**src/sv/ouc_pkg.sv**
```systemverilog
// Shared types, request and status codes for the ordered card list
package ouc_pkg;

  localparam int DEPTH_DEF = 64;
  localparam int CARD_W    = 7;
  localparam int CNT_OUT_W = 7;

  // request codes
  localparam logic [2:0] REQ_INSERT    = 3'd0;
  localparam logic [2:0] REQ_REM_FIRST = 3'd1;
  localparam logic [2:0] REQ_REM_CARD  = 3'd2;
  localparam logic [2:0] REQ_PEEK      = 3'd3;
  localparam logic [2:0] REQ_COUNT     = 3'd4;

  // status codes
  localparam logic [2:0] ST_OK       = 3'd0;
  localparam logic [2:0] ST_DUP      = 3'd1;
  localparam logic [2:0] ST_EMPTY    = 3'd2;
  localparam logic [2:0] ST_NOTFOUND = 3'd3;
  localparam logic [2:0] ST_FULL     = 3'd4;

  typedef struct packed {
    logic [2:0] req_type;
    logic [2:0] card_suit;
    logic [3:0] card_value;
  } in_item_t;

  typedef struct packed {
    logic [2:0] status;
    logic [6:0] match_count;
    logic [2:0] head_suit;
    logic [3:0] head_value;
    logic [6:0] occupancy;
  } out_item_t;

endpackage

```
**src/sv/ouc_store.sv**
```systemverilog
// Card store: one write port, one read port with registered read data
module ouc_store #(
  parameter int DEPTH = 64,
  parameter int AW    = 6
) (
  input  logic                      clk,
  input  logic                      wr_en,
  input  logic [AW-1:0]             wr_addr,
  input  logic [ouc_pkg::CARD_W-1:0] wr_data,
  input  logic                      rd_en,
  input  logic [AW-1:0]             rd_addr,
  output logic [ouc_pkg::CARD_W-1:0] rd_data
);
  import ouc_pkg::*;

  logic [CARD_W-1:0] mem [DEPTH];
  logic [CARD_W-1:0] rd_data_r;

  // write port
  always_ff @(posedge clk) begin
    if (wr_en) begin
      mem[wr_addr] <= wr_data;
    end
  end

  // read port, data registered
  always_ff @(posedge clk) begin
    if (rd_en) begin
      rd_data_r <= mem[rd_addr];
    end
  end

  assign rd_data = rd_data_r;

endmodule

```
**src/sv/ouc_seq.sv**
```systemverilog
// Request sequencer: linear search, gap closing and result assembly
module ouc_seq #(
  parameter int DEPTH = 64,
  parameter int AW    = 6,
  parameter int CW    = 7
) (
  input  logic                       clk,
  input  logic                       rst_n,
  input  logic                       req_valid,
  input  ouc_pkg::in_item_t          req_data,
  output logic                       idle,
  output logic                       res_valid,
  output ouc_pkg::out_item_t         res_data,
  input  logic                       res_ack,
  output logic                       mem_wr_en,
  output logic [AW-1:0]              mem_wr_addr,
  output logic [ouc_pkg::CARD_W-1:0] mem_wr_data,
  output logic                       mem_rd_en,
  output logic [AW-1:0]              mem_rd_addr,
  input  logic [ouc_pkg::CARD_W-1:0] mem_rd_data
);
  import ouc_pkg::*;

  typedef enum logic [7:0] {
    S_IDLE     = 8'b0000_0001,
    S_SRCH_RD  = 8'b0000_0010,
    S_SRCH_CMP = 8'b0000_0100,
    S_DECIDE   = 8'b0000_1000,
    S_HEAD_WT  = 8'b0001_0000,
    S_SHIFT_RD = 8'b0010_0000,
    S_SHIFT_WR = 8'b0100_0000,
    S_FINISH   = 8'b1000_0000
  } state_t;

  localparam logic [CW-1:0] FULL_CNT = CW'(DEPTH);

  state_t            state_r, state_nxt;
  logic [2:0]        req_r, req_nxt;
  logic [CARD_W-1:0] key_r, key_nxt;
  logic [CW-1:0]     cnt_r, cnt_nxt;
  logic [CW-1:0]     idx_r, idx_nxt;
  logic [CW-1:0]     pos_r, pos_nxt;
  logic              found_r, found_nxt;
  out_item_t         res_r, res_nxt;
  logic [CW-1:0]     idx_inc;

  // shared index incrementer
  assign idx_inc = idx_r + CW'(1);

  // control registers
  always_ff @(posedge clk) begin
    if (!rst_n) begin
      state_r <= S_IDLE;
      cnt_r   <= '0;
    end else begin
      state_r <= state_nxt;
      cnt_r   <= cnt_nxt;
    end
  end

  // working registers
  always_ff @(posedge clk) begin
    req_r   <= req_nxt;
    key_r   <= key_nxt;
    idx_r   <= idx_nxt;
    pos_r   <= pos_nxt;
    found_r <= found_nxt;
    res_r   <= res_nxt;
  end

  // sequencer
  always_comb begin
    state_nxt   = state_r;
    req_nxt     = req_r;
    key_nxt     = key_r;
    cnt_nxt     = cnt_r;
    idx_nxt     = idx_r;
    pos_nxt     = pos_r;
    found_nxt   = found_r;
    res_nxt     = res_r;
    mem_wr_en   = 1'b0;
    mem_wr_addr = idx_r[AW-1:0];
    mem_wr_data = mem_rd_data;
    mem_rd_en   = 1'b0;
    mem_rd_addr = idx_r[AW-1:0];

    unique case (state_r)
      S_IDLE: begin
        if (req_valid) begin
          req_nxt   = req_data.req_type;
          key_nxt   = {req_data.card_suit, req_data.card_value};
          idx_nxt   = '0;
          found_nxt = 1'b0;
          res_nxt   = '0;
          state_nxt = S_SRCH_RD;
        end
      end
      // walk the held entries looking for the key
      S_SRCH_RD: begin
        if (idx_r >= cnt_r) begin
          state_nxt = S_DECIDE;
        end else begin
          mem_rd_en = 1'b1;
          state_nxt = S_SRCH_CMP;
        end
      end
      S_SRCH_CMP: begin
        if (mem_rd_data == key_r) begin
          found_nxt = 1'b1;
          pos_nxt   = idx_r;
          state_nxt = S_DECIDE;
        end else begin
          idx_nxt   = idx_inc;
          state_nxt = S_SRCH_RD;
        end
      end
      // apply the request now that the search outcome is known
      S_DECIDE: begin
        state_nxt = S_FINISH;
        unique case (req_r)
          REQ_INSERT: begin
            if (found_r) begin
              res_nxt.status      = ST_DUP;
              res_nxt.match_count = 7'd1;
            end else if (cnt_r >= FULL_CNT) begin
              res_nxt.status = ST_FULL;
            end else begin
              mem_wr_en           = 1'b1;
              mem_wr_addr         = cnt_r[AW-1:0];
              mem_wr_data         = key_r;
              cnt_nxt             = cnt_r + CW'(1);
              res_nxt.match_count = 7'd1;
            end
          end
          REQ_REM_FIRST: begin
            if (cnt_r == '0) begin
              res_nxt.status = ST_EMPTY;
            end else begin
              // key survives only if it was not the head
              res_nxt.match_count = {6'd0, found_r && (pos_r != '0)};
              idx_nxt             = '0;
              state_nxt           = S_SHIFT_RD;
            end
          end
          REQ_REM_CARD: begin
            if (cnt_r == '0) begin
              res_nxt.status = ST_EMPTY;
            end else if (!found_r) begin
              res_nxt.status = ST_NOTFOUND;
            end else begin
              idx_nxt   = pos_r;
              state_nxt = S_SHIFT_RD;
            end
          end
          REQ_PEEK: begin
            res_nxt.match_count = {6'd0, found_r};
            if (cnt_r == '0) begin
              res_nxt.status = ST_EMPTY;
            end else begin
              mem_rd_en   = 1'b1;
              mem_rd_addr = '0;
              state_nxt   = S_HEAD_WT;
            end
          end
          default: begin
            res_nxt.match_count = {6'd0, found_r};
          end
        endcase
      end
      S_HEAD_WT: begin
        res_nxt.head_suit  = mem_rd_data[6:4];
        res_nxt.head_value = mem_rd_data[3:0];
        state_nxt          = S_FINISH;
      end
      // close the gap one entry at a time
      S_SHIFT_RD: begin
        if (idx_inc < cnt_r) begin
          mem_rd_en   = 1'b1;
          mem_rd_addr = idx_inc[AW-1:0];
          state_nxt   = S_SHIFT_WR;
        end else begin
          cnt_nxt   = cnt_r - CW'(1);
          state_nxt = S_FINISH;
        end
      end
      S_SHIFT_WR: begin
        mem_wr_en = 1'b1;
        idx_nxt   = idx_inc;
        state_nxt = S_SHIFT_RD;
      end
      S_FINISH: begin
        if (res_ack) begin
          state_nxt = S_IDLE;
        end
      end
      default: begin
        state_nxt = S_IDLE;
      end
    endcase
  end

  // result with occupancy taken from the updated count
  always_comb begin
    res_data           = res_r;
    res_data.occupancy = CNT_OUT_W'(cnt_r);
  end

  assign res_valid = (state_r == S_FINISH);
  assign idle      = (state_r == S_IDLE);

endmodule

```
**src/sv/ordered_unique_card_list.sv**
```systemverilog
// Each request searches the held entries in order; a removal then moves later entries up to
// close the gap. The search and the gap closing share one store read port and one index
// incrementer, so a request is taken only when the sequencer is idle, and a new request is
// not taken before the last one has finished.
// A finished result waits in the output register while the next request is taken.
// Reset clears the card count and the output valid; the store is not cleared.
module ordered_unique_card_list #(
  parameter int DEPTH = ouc_pkg::DEPTH_DEF
) (
  input  logic                clk,
  input  logic                rst_n,
  input  logic                in_valid,
  output logic                in_stall,
  input  ouc_pkg::in_item_t   in_data,
  output logic                out_valid,
  input  logic                out_stall,
  output ouc_pkg::out_item_t  out_data
);
  import ouc_pkg::*;

  localparam int AW = (DEPTH > 1) ? $clog2(DEPTH) : 1;
  localparam int CW = $clog2(DEPTH + 1);

  logic              seq_idle;
  logic              res_valid;
  out_item_t         res_data;
  logic              out_free;
  logic              mem_wr_en;
  logic [AW-1:0]     mem_wr_addr;
  logic [CARD_W-1:0] mem_wr_data;
  logic              mem_rd_en;
  logic [AW-1:0]     mem_rd_addr;
  logic [CARD_W-1:0] mem_rd_data;
  logic              out_valid_r;
  out_item_t         out_data_r;

  assign in_stall = !seq_idle;
  assign out_free = !out_valid_r || !out_stall;

  ouc_seq #(
    .DEPTH (DEPTH),
    .AW    (AW),
    .CW    (CW)
  ) u_seq (
    .clk         (clk),
    .rst_n       (rst_n),
    .req_valid   (in_valid),
    .req_data    (in_data),
    .idle        (seq_idle),
    .res_valid   (res_valid),
    .res_data    (res_data),
    .res_ack     (out_free),
    .mem_wr_en   (mem_wr_en),
    .mem_wr_addr (mem_wr_addr),
    .mem_wr_data (mem_wr_data),
    .mem_rd_en   (mem_rd_en),
    .mem_rd_addr (mem_rd_addr),
    .mem_rd_data (mem_rd_data)
  );

  ouc_store #(
    .DEPTH (DEPTH),
    .AW    (AW)
  ) u_store (
    .clk     (clk),
    .wr_en   (mem_wr_en),
    .wr_addr (mem_wr_addr),
    .wr_data (mem_wr_data),
    .rd_en   (mem_rd_en),
    .rd_addr (mem_rd_addr),
    .rd_data (mem_rd_data)
  );

  // output register: loads when the slot is free or its transfer completes
  always_ff @(posedge clk) begin
    if (!rst_n) begin
      out_valid_r <= 1'b0;
    end else if (out_free) begin
      out_valid_r <= res_valid;
    end
  end

  always_ff @(posedge clk) begin
    if (out_free && res_valid) begin
      out_data_r <= res_data;
    end
  end

  assign out_valid = out_valid_r;
  assign out_data  = out_data_r;

endmodule

```
**config.mk**
```make
export PLATFORM = sky130hd
export DESIGN_NAME = ordered_unique_card_list
export DESIGN_NICKNAME = d
export VERILOG_FILES = /design/src/sv/ouc_pkg.sv /design/src/sv/ouc_store.sv /design/src/sv/ouc_seq.sv /design/src/sv/ordered_unique_card_list.sv
export SDC_FILE = /design/constraint.sdc
export NUM_CORES = 1
export LEC_CHECK = 0
export BUFFER_PORTS_ARGS = -buffer_cell sky130_fd_sc_hd__buf_2
export CAP_MARGIN = 10
export CORE_ASPECT_RATIO = 0.9
export CORE_MARGIN = 8
export CORE_UTILIZATION = 40
export DETAILED_ROUTE_END_ITERATION = 10
export PLACE_DENSITY = 0.54
export SLEW_MARGIN = 20
export SYNTH_ARGS = -nofsm -noshare
export SYNTH_HDL_FRONTEND = slang
export SYNTH_SLANG_ARGS = --single-unit
```
**constraint.sdc**
```tcl
create_clock -name clk -period 6.58 [get_ports clk]
set_input_delay 0.658 -clock clk [delete_from_list [all_inputs] [get_ports clk]]
set_output_delay 0.658 -clock clk [all_outputs]
set_load 0.05 [all_outputs]
```
==> results.toml <==
[logic_synthesis]
syn-cell-area_um2 = 28400
ys_top_cells_by_area = "edfxtp_1 (54%), o21ai_0 (5.0%), nor4_1 (4.8%)"
synthDominantCellAreaShare = 0.538
netlist_instances = 2774
synthFlopType = "edfxtp_1"
seq_area_frac_synth = 0.549
ys_seq_elements = 525
synth_edf_count = 509
yosys.cell_types.count = 76
synth_top_area_cell = "edfxtp_1"
synthArstFlopShare = 0
syn_avg_cell_area_um2 = 10.3
yosysWarnings = 0

[power]
leakagePower_nw = 9.15
power_density_nw_per_um2 = 478
peakVddDrop_uv = 509

[clock_network]
cts_resized = 0
cts_tree = "built"
cts_setup_buffers = 0
clkLatencyLatePin_ns = 0.63
cts_buffers = 57
cts_hold_buffers = 0
clk_pin_slew_worst_paths_ns = 0.07
cts.htree.levels = 2
root_buffer = "clkbuf_16"
clockBufferDepth = 3
clock-sinks = 525

[worst_setup_path]
rr_startpoint = "u_seq.idx_r[3]"
worstRegToRegCells = 16
critical_path_class = "reg -> reg"
worst_setup_path_start_kind = "flop"
crit_fanout = 208
endpoint = "u_store.rd_data[3]"
cp.arrival_ns = 6.20
startpoint = "u_seq.idx_r[3]"
critPathRequiredTime_ns = 7.08
reg2reg_slack_ns = 0.88
end_kind = "flop"
r2r_end = "u_store.rd_data[3]"

[final_layout]
fin_nets = 2649
multi_input_area_um2 = 11600
layout-drive-gt1-share = 0.119
fill_cells = 6513
stdcell_area_um2 = 31200
area_growth_pct = 9.86
insertedDiodeCount = 0
regArea_um2 = 15600

[drt]
routed_via_density = 6.94
met2_length_mm = 45.5
via_count = 25000
routedLengthMet1_mm = 41.5
wl_met3_mm = 9.30
finalWirelength_mm = 99.0
routedWlPerCell_um = 27.5
highest_layer = "met5"
drtAntennaViolNets = 0
drc = 0
dr.pass1.iters = 6
drtIter0Drc = 3604

[placed_design]
numPortBuffers = 33
hpwl_mm = 55.9
routabilityCongestion = 0.889
dpl-instance-area_um2 = 29200

[floorplanning]
dieHeight_um = 269
die_w_um = 297
core_um2 = 70200
die_area_um2 = 79900
initial_core_util = 0.405
rows = 92
ios = 40

[timing]
achievable-frequency_ghz = 0.175
setup_tns_ns = 0
finalClockSkew_ns = 0.0188
min_period_over_period = 0.866
worst_pin_slew_ns = 1.17
grt_setup_unrepaired = "false"
slew_headroom = 0.219
setup_violations = 0
finalHoldViolCount = 0
finalMaxSlewViolations = 0
fin_crit_ns = 5.70

[run]
maxCapViolCount = 0

[global_route]
grt_start_max_net_pins = 216
antenna_found_initial = 1
grt.total_usage = 0.234
grt_pass1_vias = 23000
gr-total-overflow = 0
grt_pass1_wl_mm = 148

[status]
outcome = "finished, final reports clean"

[min_path]
hold_path_class = "in -> reg"
==> worst max-delay path, stage by stage (launching register included) <==
cell and delay [ns]:
edfxtp_1 0.62, and3_1 0.23, nand3_1 0.09, xor2_1 0.27, inv_1 0.12, ha_1 0.31, nand4_1 0.20, a21oi_4 0.30
buf_12 0.60, buf_4 0.70, o21ai_0 0.21, a31oi_1 0.21, nor2_1 0.06, o32ai_1 0.53, o21ai_0 0.25, a32oi_1 0.41
mux2_2 0.22
==> sequential cells by signal, summed over array words and instances, names as in the netlist <==
register / count
out_valid: 1
u_store.mem: 448
u_seq.pos_r: 7
u_seq.cnt_r: 7
out_data: 18
u_seq.state_r: 8
u_seq.req_r: 3
u_seq.key_r: 7
u_store.rd_data: 7
u_seq.res_data: 11
u_seq.found_r: 1
u_seq.idx_r: 7
==> synthesized netlist by cell type (all sizes together) (3+ instances only) <==
cell / count
a211o: 7
a211oi: 6
a21o: 11
a21oi: 31
a22o: 4
a22oi: 15
a2bb2oi: 4
a31oi: 215
a32oi: 12
a41oi: 13
and2: 15
and3: 10
buf: 68
clkbuf: 250
dfxtp: 16
edfxtp: 509
ha: 20
inv: 18
mux2: 7
mux2i: 3
nand2: 68
nand2b: 4
nand3: 226
nand3b: 6
nand4: 4
nor2: 217
nor2b: 7
nor3: 43
nor4: 218
o211a: 4
o211ai: 5
o21ai: 287
o221a: 4
o221ai: 95
o22ai: 122
o31ai: 17
o32ai: 62
or2: 93
or3: 10
xnor2: 10
xor2: 9
==> worst min-delay path by stage <==
stage | start | end | slack, ns | depth (start not counted)
floorplan | u_seq.res_data[10] | out_data[10] | 0.40 | 0
global placement | u_seq.res_data[21] | out_data[21] | 0.40 | 0
detailed placement | u_seq.res_data[22] | out_data[22] | 0.41 | 0
CTS | in_data[7] | u_seq.req_r[0] | 0.16 | 1
global route | in_data[7] | u_seq.req_r[0] | 0.19 | 1
finish | in_data[1] | u_seq.key_r[1] | 0.20 | 1
==> report_power, final <==
part           switching [mW]  internal (mW)
registers               0.106           3.80
clock network            1.39           2.07
logic                    5.38           2.17
==> layout by cell type (no fill, tap or decap), types with 27 or more instances in the layout <==
cell type / netlist / final
nand2_1: 67 / 60
clkbuf_16: 0 / 59
o21ai_0: 284 / 282
edfxtp_1: 509 / 509
o32ai_1: 62 / 62
buf_4: 11 / 48
or2_2: 93 / 93
o221ai_1: 95 / 95
o22ai_1: 122 / 122
a21oi_1: 30 / 27
nor2_1: 215 / 214
nor3_1: 41 / 39
a31oi_1: 215 / 215
buf_2: 38 / 33
nor4_1: 216 / 216
nand3_1: 226 / 226
==> stage by stage <==
step / total power, mW / setup slack, ns / instances / util / hold WS (ns)
final: 14.9 / 0.879 / 3602 / 0.445 / 0.204
after global routing: 15.6 / 0.625 / 3602 / 0.445 / 0.188
after CTS: 14.8 / 1.01 / 3602 / 0.445 / 0.165
after detailed placement: 11.3 / 1.10 / 3495 / 0.416 / 0.411
after global placement: 11.2 / 1.16 / 3494 / 0.416 / 0.404
after floorplan: 9.12 / 2.64 / 2779 / - / 0.400
==> final cells by class <==
class / count / share of cell area
clock buffers: 75 / 0.0492
well taps: 940 / 0.0377
inverters: 19 / 0.00232
multi-input cells: 1917 / 0.372
flip-flops and latches: 525 / 0.500
clock inverters: 32 / 0.0144
repair buffers: 94 / 0.0252
==> cells by family after synthesis <==
logic type	Yosys count	share of synthesized area
AO/OA/AOI/OAI	929	0.213
multiplexers	10	0.00383
buffers and inverters	337	0.0479
flip-flops	525	0.549
XOR/XNOR	19	0.00585
other	1	0.000132
adder cells (fa/ha/maj)	21	0.00950
AND/OR/NAND/NOR	932	0.171
==> layer usage <==
metal / track usage / vias up
li1: - / 10800
met1: 0.331 / 12500
met2: 0.372 / 1502
met3: 0.0341 / 176
met4: 0.0714 / 2
met5: 0 / -
(Power assumes the default switching activity.)
